### src/hw/rtl/gzhp_pkg.sv
// types and constants shared by the gzip header parser and its checker
package gzhp_pkg;

   typedef struct packed {
      logic [7:0] byte_in;
      logic       end_of_file;
   } req_type;

   typedef struct packed {
      logic        finished;
      logic [3:0]  error_code;
      logic [29:0] body_offset;
      logic        in_header;
   } rsp_type;

   typedef enum logic [9:0] {
      PH_FIXED   = 10'b00_0000_0001,
      PH_XLEN_LO = 10'b00_0000_0010,
      PH_XLEN_HI = 10'b00_0000_0100,
      PH_EXTRA   = 10'b00_0000_1000,
      PH_NAME    = 10'b00_0001_0000,
      PH_COMMENT = 10'b00_0010_0000,
      PH_CRC0    = 10'b00_0100_0000,
      PH_CRC1    = 10'b00_1000_0000,
      PH_BODY    = 10'b01_0000_0000,
      PH_DEAD    = 10'b10_0000_0000
   } phase_type;

   localparam logic [3:0] ERR_NONE        = 4'd0;
   localparam logic [3:0] ERR_HEADER      = 4'd1;
   localparam logic [3:0] ERR_FLAGS       = 4'd2;
   localparam logic [3:0] ERR_XLEN        = 4'd3;
   localparam logic [3:0] ERR_EXTRA       = 4'd4;
   localparam logic [3:0] ERR_NAME        = 4'd5;
   localparam logic [3:0] ERR_COMMENT     = 4'd6;
   localparam logic [3:0] ERR_CRC         = 4'd7;
   localparam logic [3:0] ERR_TRUNCATED   = 4'd8;

   localparam logic [7:0] ID1_BYTE        = 8'h1f;
   localparam logic [7:0] ID2_BYTE        = 8'h8b;
   localparam logic [7:0] CM_DEFLATE      = 8'h08;
   localparam logic [7:0] FLG_RESERVED    = 8'he0;
   localparam logic [7:0] FLG_FEXTRA      = 8'h04;
   localparam logic [7:0] FLG_FNAME       = 8'h08;
   localparam logic [7:0] FLG_FCOMMENT    = 8'h10;
   localparam logic [7:0] FLG_FHCRC       = 8'h02;

   localparam int MIN_FILE_BYTES  = 18;
   localparam int TRAILER_BYTES   = 8;
   localparam int FIXED_LAST_POS  = 9;

endpackage

### src/hw/rtl/gzip_header_parser_core.sv
// gzip member header parser: one byte per beat, verdict on the last byte
//
// req channel: one byte of the gzip file per beat, end_of_file marks the last.
// rsp channel: one result beat for every request beat, in order. in_header
// tells whether that byte belongs to the member header. On the last byte
// finished is 1 and error_code gives the first error in file order, or zero
// with body_offset pointing at the first deflate byte.
// The result beat shows in the cycle after its request beat. Throughput is
// one byte per cycle while the receiver does not stall: the header state
// is updated in the same cycle a byte is taken and the result lands in a
// single output register. When the receiver stalls, the result register
// holds its beat and req_stall is raised only while that register is full
// and stalled, so a new byte is taken in the same cycle the held beat leaves.
// Synchronous reset empties the result register and returns the walker to
// the start of a file; the walker also returns there after every last byte.
// Byte and header counters saturate at 2^COUNT_BITS - 1.
module gzip_header_parser_core #(
   parameter int COUNT_BITS = 30
) (
   input  logic              clock,
   input  logic              reset,
   input  logic              req_valid,
   output logic              req_stall,
   input  gzhp_pkg::req_type req_data,
   output logic              rsp_valid,
   input  logic              rsp_stall,
   output gzhp_pkg::rsp_type rsp_data
);
   import gzhp_pkg::*;

   localparam logic [2:0] STAGE_XLEN    = 3'd0;
   localparam logic [2:0] STAGE_NAME    = 3'd1;
   localparam logic [2:0] STAGE_COMMENT = 3'd2;
   localparam logic [2:0] STAGE_CRC     = 3'd3;
   localparam logic [2:0] STAGE_BODY    = 3'd4;

   localparam logic [COUNT_BITS-1:0] COUNT_MAX = {COUNT_BITS{1'b1}};

   function automatic phase_type enter_section(logic [2:0] stage, logic [7:0] flags);
      phase_type ph;
      if (stage <= STAGE_XLEN && (flags & FLG_FEXTRA) != 8'h00) begin
         ph = PH_XLEN_LO;
      end else if (stage <= STAGE_NAME && (flags & FLG_FNAME) != 8'h00) begin
         ph = PH_NAME;
      end else if (stage <= STAGE_COMMENT && (flags & FLG_FCOMMENT) != 8'h00) begin
         ph = PH_COMMENT;
      end else if (stage <= STAGE_CRC && (flags & FLG_FHCRC) != 8'h00) begin
         ph = PH_CRC0;
      end else begin
         ph = PH_BODY;
      end
      return ph;
   endfunction

   phase_type             phase_ff, phase_in, phase_next;
   logic [COUNT_BITS-1:0] byte_count_ff, byte_count_in, byte_count_inc;
   logic [COUNT_BITS-1:0] header_length_ff, header_length_in, header_length_next;
   logic [7:0]            flag_bits_ff, flag_bits_in, flag_bits_next;
   logic [15:0]           skip_remaining_ff, skip_remaining_in, skip_remaining_next;
   logic [7:0]            extra_len_low_ff, extra_len_low_in, extra_len_low_next;
   logic [3:0]            first_error_ff, first_error_in, first_error_next;
   logic                  rsp_valid_ff, rsp_valid_in;
   rsp_type               rsp_data_ff, rsp_data_in;

   logic                  accept;
   logic [COUNT_BITS-1:0] pos;
   logic [7:0]            b;
   logic [3:0]            err;
   logic [3:0]            code;
   logic [15:0]           xlen;
   logic [COUNT_BITS:0]   n_wide, limit_wide;
   logic [32:0]           hl_wide;

   assign req_stall = rsp_valid_ff && rsp_stall;
   assign accept    = req_valid && !req_stall;
   assign rsp_valid = rsp_valid_ff;
   assign rsp_data  = rsp_data_ff;

   assign pos            = byte_count_ff;
   assign b              = req_data.byte_in;
   assign byte_count_inc = (pos == COUNT_MAX) ? pos : pos + COUNT_BITS'(1);
   assign xlen           = {b, extra_len_low_ff};

   always_comb begin
      phase_next          = phase_ff;
      flag_bits_next      = flag_bits_ff;
      skip_remaining_next = skip_remaining_ff;
      extra_len_low_next  = extra_len_low_ff;
      first_error_next    = first_error_ff;
      err                 = ERR_NONE;
      case (phase_ff)
         PH_FIXED: begin
            if ((pos == COUNT_BITS'(0) && b != ID1_BYTE) ||
                (pos == COUNT_BITS'(1) && b != ID2_BYTE) ||
                (pos == COUNT_BITS'(2) && b != CM_DEFLATE)) begin
               err = ERR_HEADER;
            end else if (pos == COUNT_BITS'(3)) begin
               flag_bits_next = b;
               if ((b & FLG_RESERVED) != 8'h00) begin
                  err = ERR_FLAGS;
               end
            end
            if (err != ERR_NONE) begin
               first_error_next = err;
               phase_next       = PH_DEAD;
            end else if (pos >= COUNT_BITS'(FIXED_LAST_POS)) begin
               phase_next = enter_section(STAGE_XLEN, flag_bits_ff);
            end
         end
         PH_XLEN_LO: begin
            extra_len_low_next = b;
            phase_next         = PH_XLEN_HI;
         end
         PH_XLEN_HI: begin
            if (xlen == 16'd0) begin
               phase_next = enter_section(STAGE_NAME, flag_bits_ff);
            end else begin
               skip_remaining_next = xlen;
               phase_next          = PH_EXTRA;
            end
         end
         PH_EXTRA: begin
            if (skip_remaining_ff <= 16'd1) begin
               skip_remaining_next = 16'd0;
               phase_next          = enter_section(STAGE_NAME, flag_bits_ff);
            end else begin
               skip_remaining_next = skip_remaining_ff - 16'd1;
            end
         end
         PH_NAME: begin
            if (b == 8'h00) begin
               phase_next = enter_section(STAGE_COMMENT, flag_bits_ff);
            end
         end
         PH_COMMENT: begin
            if (b == 8'h00) begin
               phase_next = enter_section(STAGE_CRC, flag_bits_ff);
            end
         end
         PH_CRC0: begin
            phase_next = PH_CRC1;
         end
         PH_CRC1: begin
            phase_next = enter_section(STAGE_BODY, flag_bits_ff);
         end
         default: begin
         end
      endcase
   end

   assign header_length_next = (phase_next == PH_BODY && phase_ff != PH_BODY) ?
                               byte_count_inc : header_length_ff;

   assign n_wide     = {1'b0, pos} + (COUNT_BITS + 1)'(1);
   assign limit_wide = {1'b0, header_length_next} + (COUNT_BITS + 1)'(TRAILER_BYTES);
   assign hl_wide    = {{(33 - COUNT_BITS){1'b0}}, header_length_next};

   always_comb begin
      if (pos < COUNT_BITS'(MIN_FILE_BYTES - 1)) begin
         code = ERR_HEADER;
      end else if (first_error_next != ERR_NONE) begin
         code = first_error_next;
      end else begin
         case (phase_next)
            PH_XLEN_LO: code = ERR_XLEN;
            PH_XLEN_HI: code = ERR_XLEN;
            PH_EXTRA:   code = ERR_EXTRA;
            PH_NAME:    code = ERR_NAME;
            PH_COMMENT: code = ERR_COMMENT;
            PH_CRC0:    code = ERR_CRC;
            PH_CRC1:    code = ERR_CRC;
            PH_BODY:    code = (n_wide < limit_wide) ? ERR_TRUNCATED : ERR_NONE;
            default:    code = ERR_HEADER;
         endcase
      end
   end

   always_comb begin
      phase_in          = phase_ff;
      byte_count_in     = byte_count_ff;
      header_length_in  = header_length_ff;
      flag_bits_in      = flag_bits_ff;
      skip_remaining_in = skip_remaining_ff;
      extra_len_low_in  = extra_len_low_ff;
      first_error_in    = first_error_ff;
      rsp_valid_in      = rsp_valid_ff && rsp_stall;
      rsp_data_in       = rsp_data_ff;
      if (accept) begin
         rsp_valid_in          = 1'b1;
         rsp_data_in.in_header = (phase_ff != PH_BODY && phase_ff != PH_DEAD);
         if (req_data.end_of_file) begin
            rsp_data_in.finished    = 1'b1;
            rsp_data_in.error_code  = code;
            rsp_data_in.body_offset = (code == ERR_NONE) ? hl_wide[29:0] : 30'd0;
            phase_in          = PH_FIXED;
            byte_count_in     = '0;
            header_length_in  = '0;
            flag_bits_in      = 8'h00;
            skip_remaining_in = 16'd0;
            extra_len_low_in  = 8'h00;
            first_error_in    = ERR_NONE;
         end else begin
            rsp_data_in.finished    = 1'b0;
            rsp_data_in.error_code  = ERR_NONE;
            rsp_data_in.body_offset = 30'd0;
            phase_in          = phase_next;
            byte_count_in     = byte_count_inc;
            header_length_in  = header_length_next;
            flag_bits_in      = flag_bits_next;
            skip_remaining_in = skip_remaining_next;
            extra_len_low_in  = extra_len_low_next;
            first_error_in    = first_error_next;
         end
      end
   end

   always_ff @(posedge clock) begin
      if (reset) begin
         phase_ff          <= PH_FIXED;
         byte_count_ff     <= '0;
         header_length_ff  <= '0;
         flag_bits_ff      <= 8'h00;
         skip_remaining_ff <= 16'd0;
         extra_len_low_ff  <= 8'h00;
         first_error_ff    <= ERR_NONE;
         rsp_valid_ff      <= 1'b0;
      end else begin
         phase_ff          <= phase_in;
         byte_count_ff     <= byte_count_in;
         header_length_ff  <= header_length_in;
         flag_bits_ff      <= flag_bits_in;
         skip_remaining_ff <= skip_remaining_in;
         extra_len_low_ff  <= extra_len_low_in;
         first_error_ff    <= first_error_in;
         rsp_valid_ff      <= rsp_valid_in;
      end
   end

   always_ff @(posedge clock) begin
      rsp_data_ff <= rsp_data_in;
   end

endmodule

### config.mk
export PLATFORM = sky130hd
export DESIGN_NAME = gzip_header_parser_core
export DESIGN_NICKNAME = d
export VERILOG_FILES = /design/src/hw/rtl/gzhp_pkg.sv /design/src/hw/rtl/gzip_header_parser_core.sv
export SDC_FILE = /design/constraint.sdc
export NUM_CORES = 1
export LEC_CHECK = 0
export ABC_AREA = 1
export BUFFER_PORTS_ARGS = -buffer_cell sky130_fd_sc_hd__buf_2
export CAP_MARGIN = 20
export CORE_MARGIN = 1
export CORE_UTILIZATION = 40
export CTS_BUF_LIST = sky130_fd_sc_hd__clkbuf_8
export DETAILED_ROUTE_END_ITERATION = 10
export PLACE_DENSITY_LB_ADDON = 0.3
export SLEW_MARGIN = 0
export SYNTH_ARGS = -nofsm -noshare
export SYNTH_HDL_FRONTEND = slang
export SYNTH_SLANG_ARGS = --single-unit
### constraint.sdc
create_clock -name clock -period 7.45 [get_ports clock]
set_input_delay 1.49 -clock clock [delete_from_list [all_inputs] [get_ports clock]]
set_output_delay 1.49 -clock clock [all_outputs]
set_load 0.005 [all_outputs]
# After elaboration in Yosys (flattened, before gate mapping)
# Index checks and enable logic that the tools add are counted.
word_totals:
  reg_bits: 140
  output_inout_bits: 38
  word_cells: 114
classes:
  n_addsub: 4
  order_cmp: 4
  eq_ne: 27
  n_mux: 40
  reduce_logical: 27
ops:
  columns: ["operator", "n"]
  rows:
  - ["$mux 30", 5]
  - ["$mux 10", 8]
  - ["$pmux 10 s8", 1]
  - ["$eq 30x2->1 const B", 2]
  - ["$mux 16", 3]
  - ["$mux 35", 1]
  - ["$mux 4", 8]
  - ["$pmux 16 s2", 1]
  - ["$add 30x1->31 const B", 1]
  - ["$add 30x4->31 const B", 1]
  - ["$lt 31x31->1", 1]
  - ["$add 30x1->30 const B", 1]
  - ["$eq 30x1->1 const B", 1]
  - ["$eq 30x30->1 const B", 1]
  - ["$ge 30x4->1 const B", 1]
  - ["$logic_not 30->1", 1]
  - ["$lt 30x5->1 const B", 1]
  - ["$mux 9", 3]
  - ["$pmux 4 s6", 1]
  - ["$eq 10x2->1 const B", 2]
  - ["$eq 10x3->1 const B", 2]
  - ["$eq 10x4->1 const B", 2]
  - ["$eq 10x5->1 const B", 2]
  - ["$eq 10x6->1 const B", 2]
  - ["31 further kinds", 50]

# Logic depth before layout (Yosys ltp)
logic_depth:
  word_depth: 21
  depth_mapped: 33
  depth_no_buf: 31

# Least setup slack after synthesis
# No wires, ideal clock.
synth_path:
  path_kind: "in2reg"
  start: "input port req_data[8] in the netlist's numbering"
  end: "register rsp_data_ff, in the netlist rsp_data[2] (data pin)"
  t_arrival_ps: 5074
  path_slack_ps: 2241
  cell_stages: 27
  cell_sequence: "nor2_2 nand3_2 nor2_4 nand2_1 nand3_1 and3_1 buf_4 nand3_4 buf_6 nand2_1 o21ai_2 inv_2 ha_1 inv_1 nor3_2 nand3_1 nand2_1 nand2_1 ha_1 nand2_1 or4_1 o221ai_1 nor3_1 nand2_1 nand3_2 buf_6 nor2_2"
synth_via:
  elab_chain_cells: 20
  elab_cells_between_ends: 44
  classes_between: "1 x add/sub; 1 x order compare; 11 x eq/ne; 16 x mux; 15 x reduce/logical"
synth_rtl:
  columns: ["item", "line_no", "text"]
  rows:
  - ["start, declared", "gzip_header_parser_core.sv:24", "input gzhp_pkg::req_type req_data,"]
  - ["$ne 8x5->1 or $ne 8x8->1 (tied branches)", "gzip_header_parser_core.sv:93, gzip_header_parser_core.sv:94", null]
  - ["$logic_and 1x1->1, on equally long branches", "gzip_header_parser_core.sv:93, gzip_header_parser_core.sv:94", null]
  - ["$logic_or 1x1->1", "gzip_header_parser_core.sv:93", "if ((pos == COUNT_BITS'(0) && b != ID1_BYTE) ||"]
  - ["$logic_or 1x1->1", "gzip_header_parser_core.sv:94", "(pos == COUNT_BITS'(1) && b != ID2_BYTE) ||"]
  - ["$mux 4", "gzip_header_parser_core.sv:93", null]
  - ["$mux 4", "gzip_header_parser_core.sv:91", "case (phase_ff)"]
  - ["$reduce_bool 4->1", "gzip_header_parser_core.sv:103", "if (err != ERR_NONE) begin"]
  - ["$mux 10", "gzip_header_parser_core.sv:103", null]
  - ["(+4 left out)", null, null]
  - ["named net header_length_next[3]", "gzip_header_parser_core.sv:57", "logic [COUNT_BITS-1:0] header_length_ff, header_length_in, header_length_next;"]
  - ["$add 30x4->31 *", "gzip_header_parser_core.sv:155", "assign limit_wide = {1'b0, header_length_next} + (COUNT_BITS + 1)'(TRAILER_BYTES);"]
  - ["$lt 31x31->1 *", "gzip_header_parser_core.sv:172", "PH_BODY: code = (n_wide < limit_wide) ? ERR_TRUNCATED : ERR_NONE;"]
  - ["$mux 4 *", "gzip_header_parser_core.sv:172", null]
  - ["$pmux 4 s6 *", "gzip_header_parser_core.sv:164", "case (phase_next)"]
  - ["$mux 4 *", "gzip_header_parser_core.sv:161", "end else if (first_error_next != ERR_NONE) begin"]
  - ["$mux 4 *", "gzip_header_parser_core.sv:159", "if (pos < COUNT_BITS'(MIN_FILE_BYTES - 1)) begin"]
  - ["$logic_not 4->1 *", "gzip_header_parser_core.sv:194", "rsp_data_in.body_offset = (code == ERR_NONE) ? hl_wide[29:0] : 30'd0;"]
  - ["$reduce_and 2->1 (no line) *", null, null]
  - ["end signal, assigned", "gzip_header_parser_core.sv:240", "rsp_data_ff <= rsp_data_in;"]
  - ["end, declared", "gzip_header_parser_core.sv:63", "rsp_type rsp_data_ff, rsp_data_in;"]
# Mark *: on every way through the listed nets, which the timed path passes. The rest lies on a longest branch. The select of a mux whose other input is x is not followed.
# A chain may end at the register's enable or synchronous reset.

# Worst setup path after layout
layout_path:
  start: "input port req_data[8] in the netlist's numbering"
  end: "register rsp_data_ff, in the netlist rsp_data[12] (data pin)"
# The elaborated chain is that of the path after synthesis.

==> metrics.md <==
| Metric | Value |
|---|---|
| Worst-Margin Slew | 845 ps |
| Setup crit start kind | input port |
| Core Footprint | 0.0245 mm2 |
| Compound-Gate Fraction of Synth Area | 12.9% |
| DRT iter0 DRCs | 811 |
| Xor/xnor share of the synthesized area | 4.60% |
| Synthesized area per cell | 6.72 um2 |
| Worst hold path type | flip-flop to flip-flop |
| Final Hold Fails | 0 |
| Clk_skew | 14.7 ps |
| Tot GR Track Use | 22.8% |
| Post-Syn Area | 0.0101 mm2 |
| Crit path from | req_data[8] |
| Grt ovf | 0 |
| Critical Path Fanout Max | 32 |
| Routed vias/inst | 5.22 |
| Largest net degree at the start of global routing | 104 |
| Worst Min Path Start | header_length_ff[5] |
| Number of routed nets with antenna violations | 0 |
| Final Cycle Share | 83.6% |
| Critical Path AT | 6430 ps |
| Synthesis-to-finish area growth | 8.90% |
| Fmax achieved | 0.161 GHz |
| CTS tree | done |
| RSZ-0062 raised after global routing | false |
| DRT Wirelength | 28.9 mm |
| I/O pins | 51 |
| Final setup fails | 0 |
| Maximum vdd drop | 0.0000901 V |
| Die area | 0.0259 mm2 |
| Post-route cell area | 0.0110 mm2 |
| P_sw | 0.446 mW |
| Part of the Yosys area used for sequential elements | 31.2% |
| Combinational power share | 8.8% |
| # nets final | 1581 |
| Die width | 161 um |
| Placed cell areas | 0.0106 mm2 |
| Post-synthesis register bit count | 139 |
| CP endpoint kind | flip-flop |
| PnR Total Power | 1.60 mW |
| I/O Buffers | 50 |
| Static leakage power | 4.55 nW |
| RR Startpoint | byte_count_ff[0] |
| Antenna Cells | 0 |
| Post-CTS Repair Setup Buffers | 0 |
| Num Clock Sinks | 139 |
| Max-cap viol count | 0 |
| Setup TNS | 0 ps |
| Pint | 1.15 mW |
| Post-synthesis adder-cell area fraction | 4.71% |
| Row count | 57 |
| Sw frac | 27.9% |
| Die Span Y | 161 um |
| PwrDens | 146 mW/mm2 |
| Net Count, Synth | 1552 |
| Clock buffer count from CTS | 17 |
| DRT Pass-1 Iters | 6 |
| Final Wtd Congestion | 0.923 |
| Detailed-placement wirelength estimate | 21.5 mm |
| CP Class | input port to flip-flop |
| Hold Buf Count CTS | 0 |
| Clock power share | 41.7% |
| Clk root buf | clkbuf_8 |
| Power share of the sequential group | 49.5% |
| Area share of and/or/nand/nor cells after synthesis | 37.4% |
| Mapped Cells | 1501 |
| H-tree levels | 4 |
| Vias in the first global route | 9300 |
| Worst skew pair latency | 470 ps |
| Max clock buf depth | 2 |
| Synth unique cells | 54 |
| Critical Path RT | 7650 ps |
| Outcome | finished, final reports clean |
| Layout cells sized above 1 | 16.6% |
| # DRC | 0 |
| Vias | 9750 |
| Layout Utilization | 44.8% |
| Routed length per instance | 15.5 um |
| Initial antenna violation count | 0 |
| Effective utilization at floorplan | 41.1% |
| Post_cts resized | 0 |
| Largest family of logic cells by synthesized area | simple AND/OR/NAND/NOR gates |
| Mux cell area share after synthesis | 0.0992% |
| First-pass GRT wire length | 47.0 mm |
| Pins Over Slew Limit | 0 |
| Worst rel slew slack | 43.7% |
| Warning count from the yosys run | 0 |
| Post-route minimum period | 6230 ps |
| CTS clk-pin slew, worst paths | 80 ps |
[worst max-delay path, cell delays in order]
cell	delay (ps)
buf_2	120
nor2_2	200
nand3_2	120
nor2_4	180
nand2_1	110
nand3_1	80
and3_1	300
nand3_4	400
nand2_1	210
o21ai_2	120
inv_2	150
ha_1	270
nand2_1	150
nor2_1	370
nand2_1	120
xor2_1	300
ha_1	300
nand3_1	90
a21oi_1	60
a211oi_1	200
o221ai_1	160
nor3_1	180
nand2_1	120
nand3_2	90
buf_4	420
nor2_2	60
[power groups by stage]
stage | Sequential [mW] | Combinational (mW) | Clock [mW]
2_1_floorplan | 0.810 | 0.0918 | 0
5_1_grt | 0.794 | 0.157 | 0.707
3_5_place_dp | 0.810 | 0.139 | 0
6_report | 0.792 | 0.141 | 0.667
3_3_place_gp | 0.810 | 0.139 | 0
4_1_cts | 0.792 | 0.139 | 0.682
[cells by family after synthesis]
kind of cell	after synthesis
compound gates	232
xor+xnor	53
fa+ha+maj	38
buf+inv	224
flops	139
mux	1
simple gates	814
[sequential cells by signal (all words and copies together) (netlist names)]
signal / cells
byte_count_ff: 30
extra_len_low_ff: 8
first_error_ff: 4
flag_bits_ff: 4
header_length_ff: 30
phase_ff: 10
rsp_data: 36
rsp_valid: 1
skip_remaining_ff: 16
[cell usage in the layout (no fill, tap or decap), drive strengths merged]
master,netlist,routed
a211oi,4,4
a21boi,1,1
a21oi,126,126
a221oi,1,1
a2bb2oi,1,1
a31o,1,1
a31oi,1,1
and3,2,2
buf,12,58
bufinv,0,3
clkbuf,36,17
clkinv,5,10
clkinvlp,0,3
dfxtp,103,103
edfxtp,36,36
ha,38,38
inv,171,175
mux2i,1,1
nand2,417,417
nand3,88,88
nand3b,2,2
nand4,34,34
nor2,219,219
nor3,31,31
nor3b,2,2
nor4,7,7
o21ai,81,81
o221a,1,1
o221ai,1,1
o22ai,13,13
o31ai,1,1
or2,10,10
or3,1,1
or4,1,1
xnor2,7,7
xor2,46,46
[metal layers]
metal  track usage, %  vias up  share of wire (%)  wire length (um)
li1                 -     4930                  -                 -
met1             26.8     4498                 43             12300
met2             40.0      251                 49             14100
met3             4.00       71                4.5              1310
met4             10.5        0                4.2              1210
met5                0        -                  0                 0
[cells in the mapped netlist, drive strengths merged]
library cell / count / share of area, %
a31o: 1 / 0.087
clkbuf: 36 / 1.3
o221a: 1 / 0.11
a31oi: 1 / 0.062
o31ai: 1 / 0.074
or3: 1 / 0.062
ha: 38 / 4.7
nand3: 88 / 4.8
a21oi: 126 / 6.3
nand4: 34 / 2.4
o21ai: 81 / 4.8
dfxtp: 103 / 20
inv: 171 / 6.4
o22ai: 13 / 0.81
a211oi: 4 / 0.30
or4: 1 / 0.074
nand2: 417 / 16
nor2: 219 / 10
nor3: 31 / 2.0
clkinv: 5 / 0.20
o221ai: 1 / 0.087
a2bb2oi: 1 / 0.087
nor3b: 2 / 0.15
nand3b: 2 / 0.15
and3: 2 / 0.12
edfxtp: 36 / 11
mux2i: 1 / 0.099
buf: 12 / 1.3
a21boi: 1 / 0.074
xor2: 46 / 4.0
xnor2: 7 / 0.61
a221oi: 1 / 0.087
nor4: 7 / 0.50
or2: 10 / 0.62
[stage by stage]
| stage | cells | hold WS (ps) | worst slack (ps) |
|---|---|---|---|
| 2_1_floorplan | 1501 | 441 | 2240 |
| 3_3_place_gp | 1834 | 450 | 893 |
| 3_5_place_dp | 1834 | 455 | 836 |
| 4_1_cts | 1866 | 467 | 1310 |
| 5_1_grt | 1867 | 488 | 764 |
| 6_report | 1867 | 467 | 1220 |
[cell type report]
| class | count | area, um2 |
|---|---|---|
| clock inverter | 15 | 174 |
| clock buffer | 17 | 234 |
| multi-input combinational | 1138 | 6030 |
| timing repair buffer | 58 | 333 |
| sequential | 139 | 3140 |
| inverter | 176 | 664 |
| fill | 2603 | 13500 |
| tap | 324 | 405 |
[final timing paths]
path	end	slack, ps	cells after the start
min reg2reg	header_length_ff[5]	470	2
max reg2reg	rsp_data[12]	1370	28
max	rsp_data[12]	1220	26
min	header_length_ff[5]	470	2
Power figures use the tool's default switching activity.
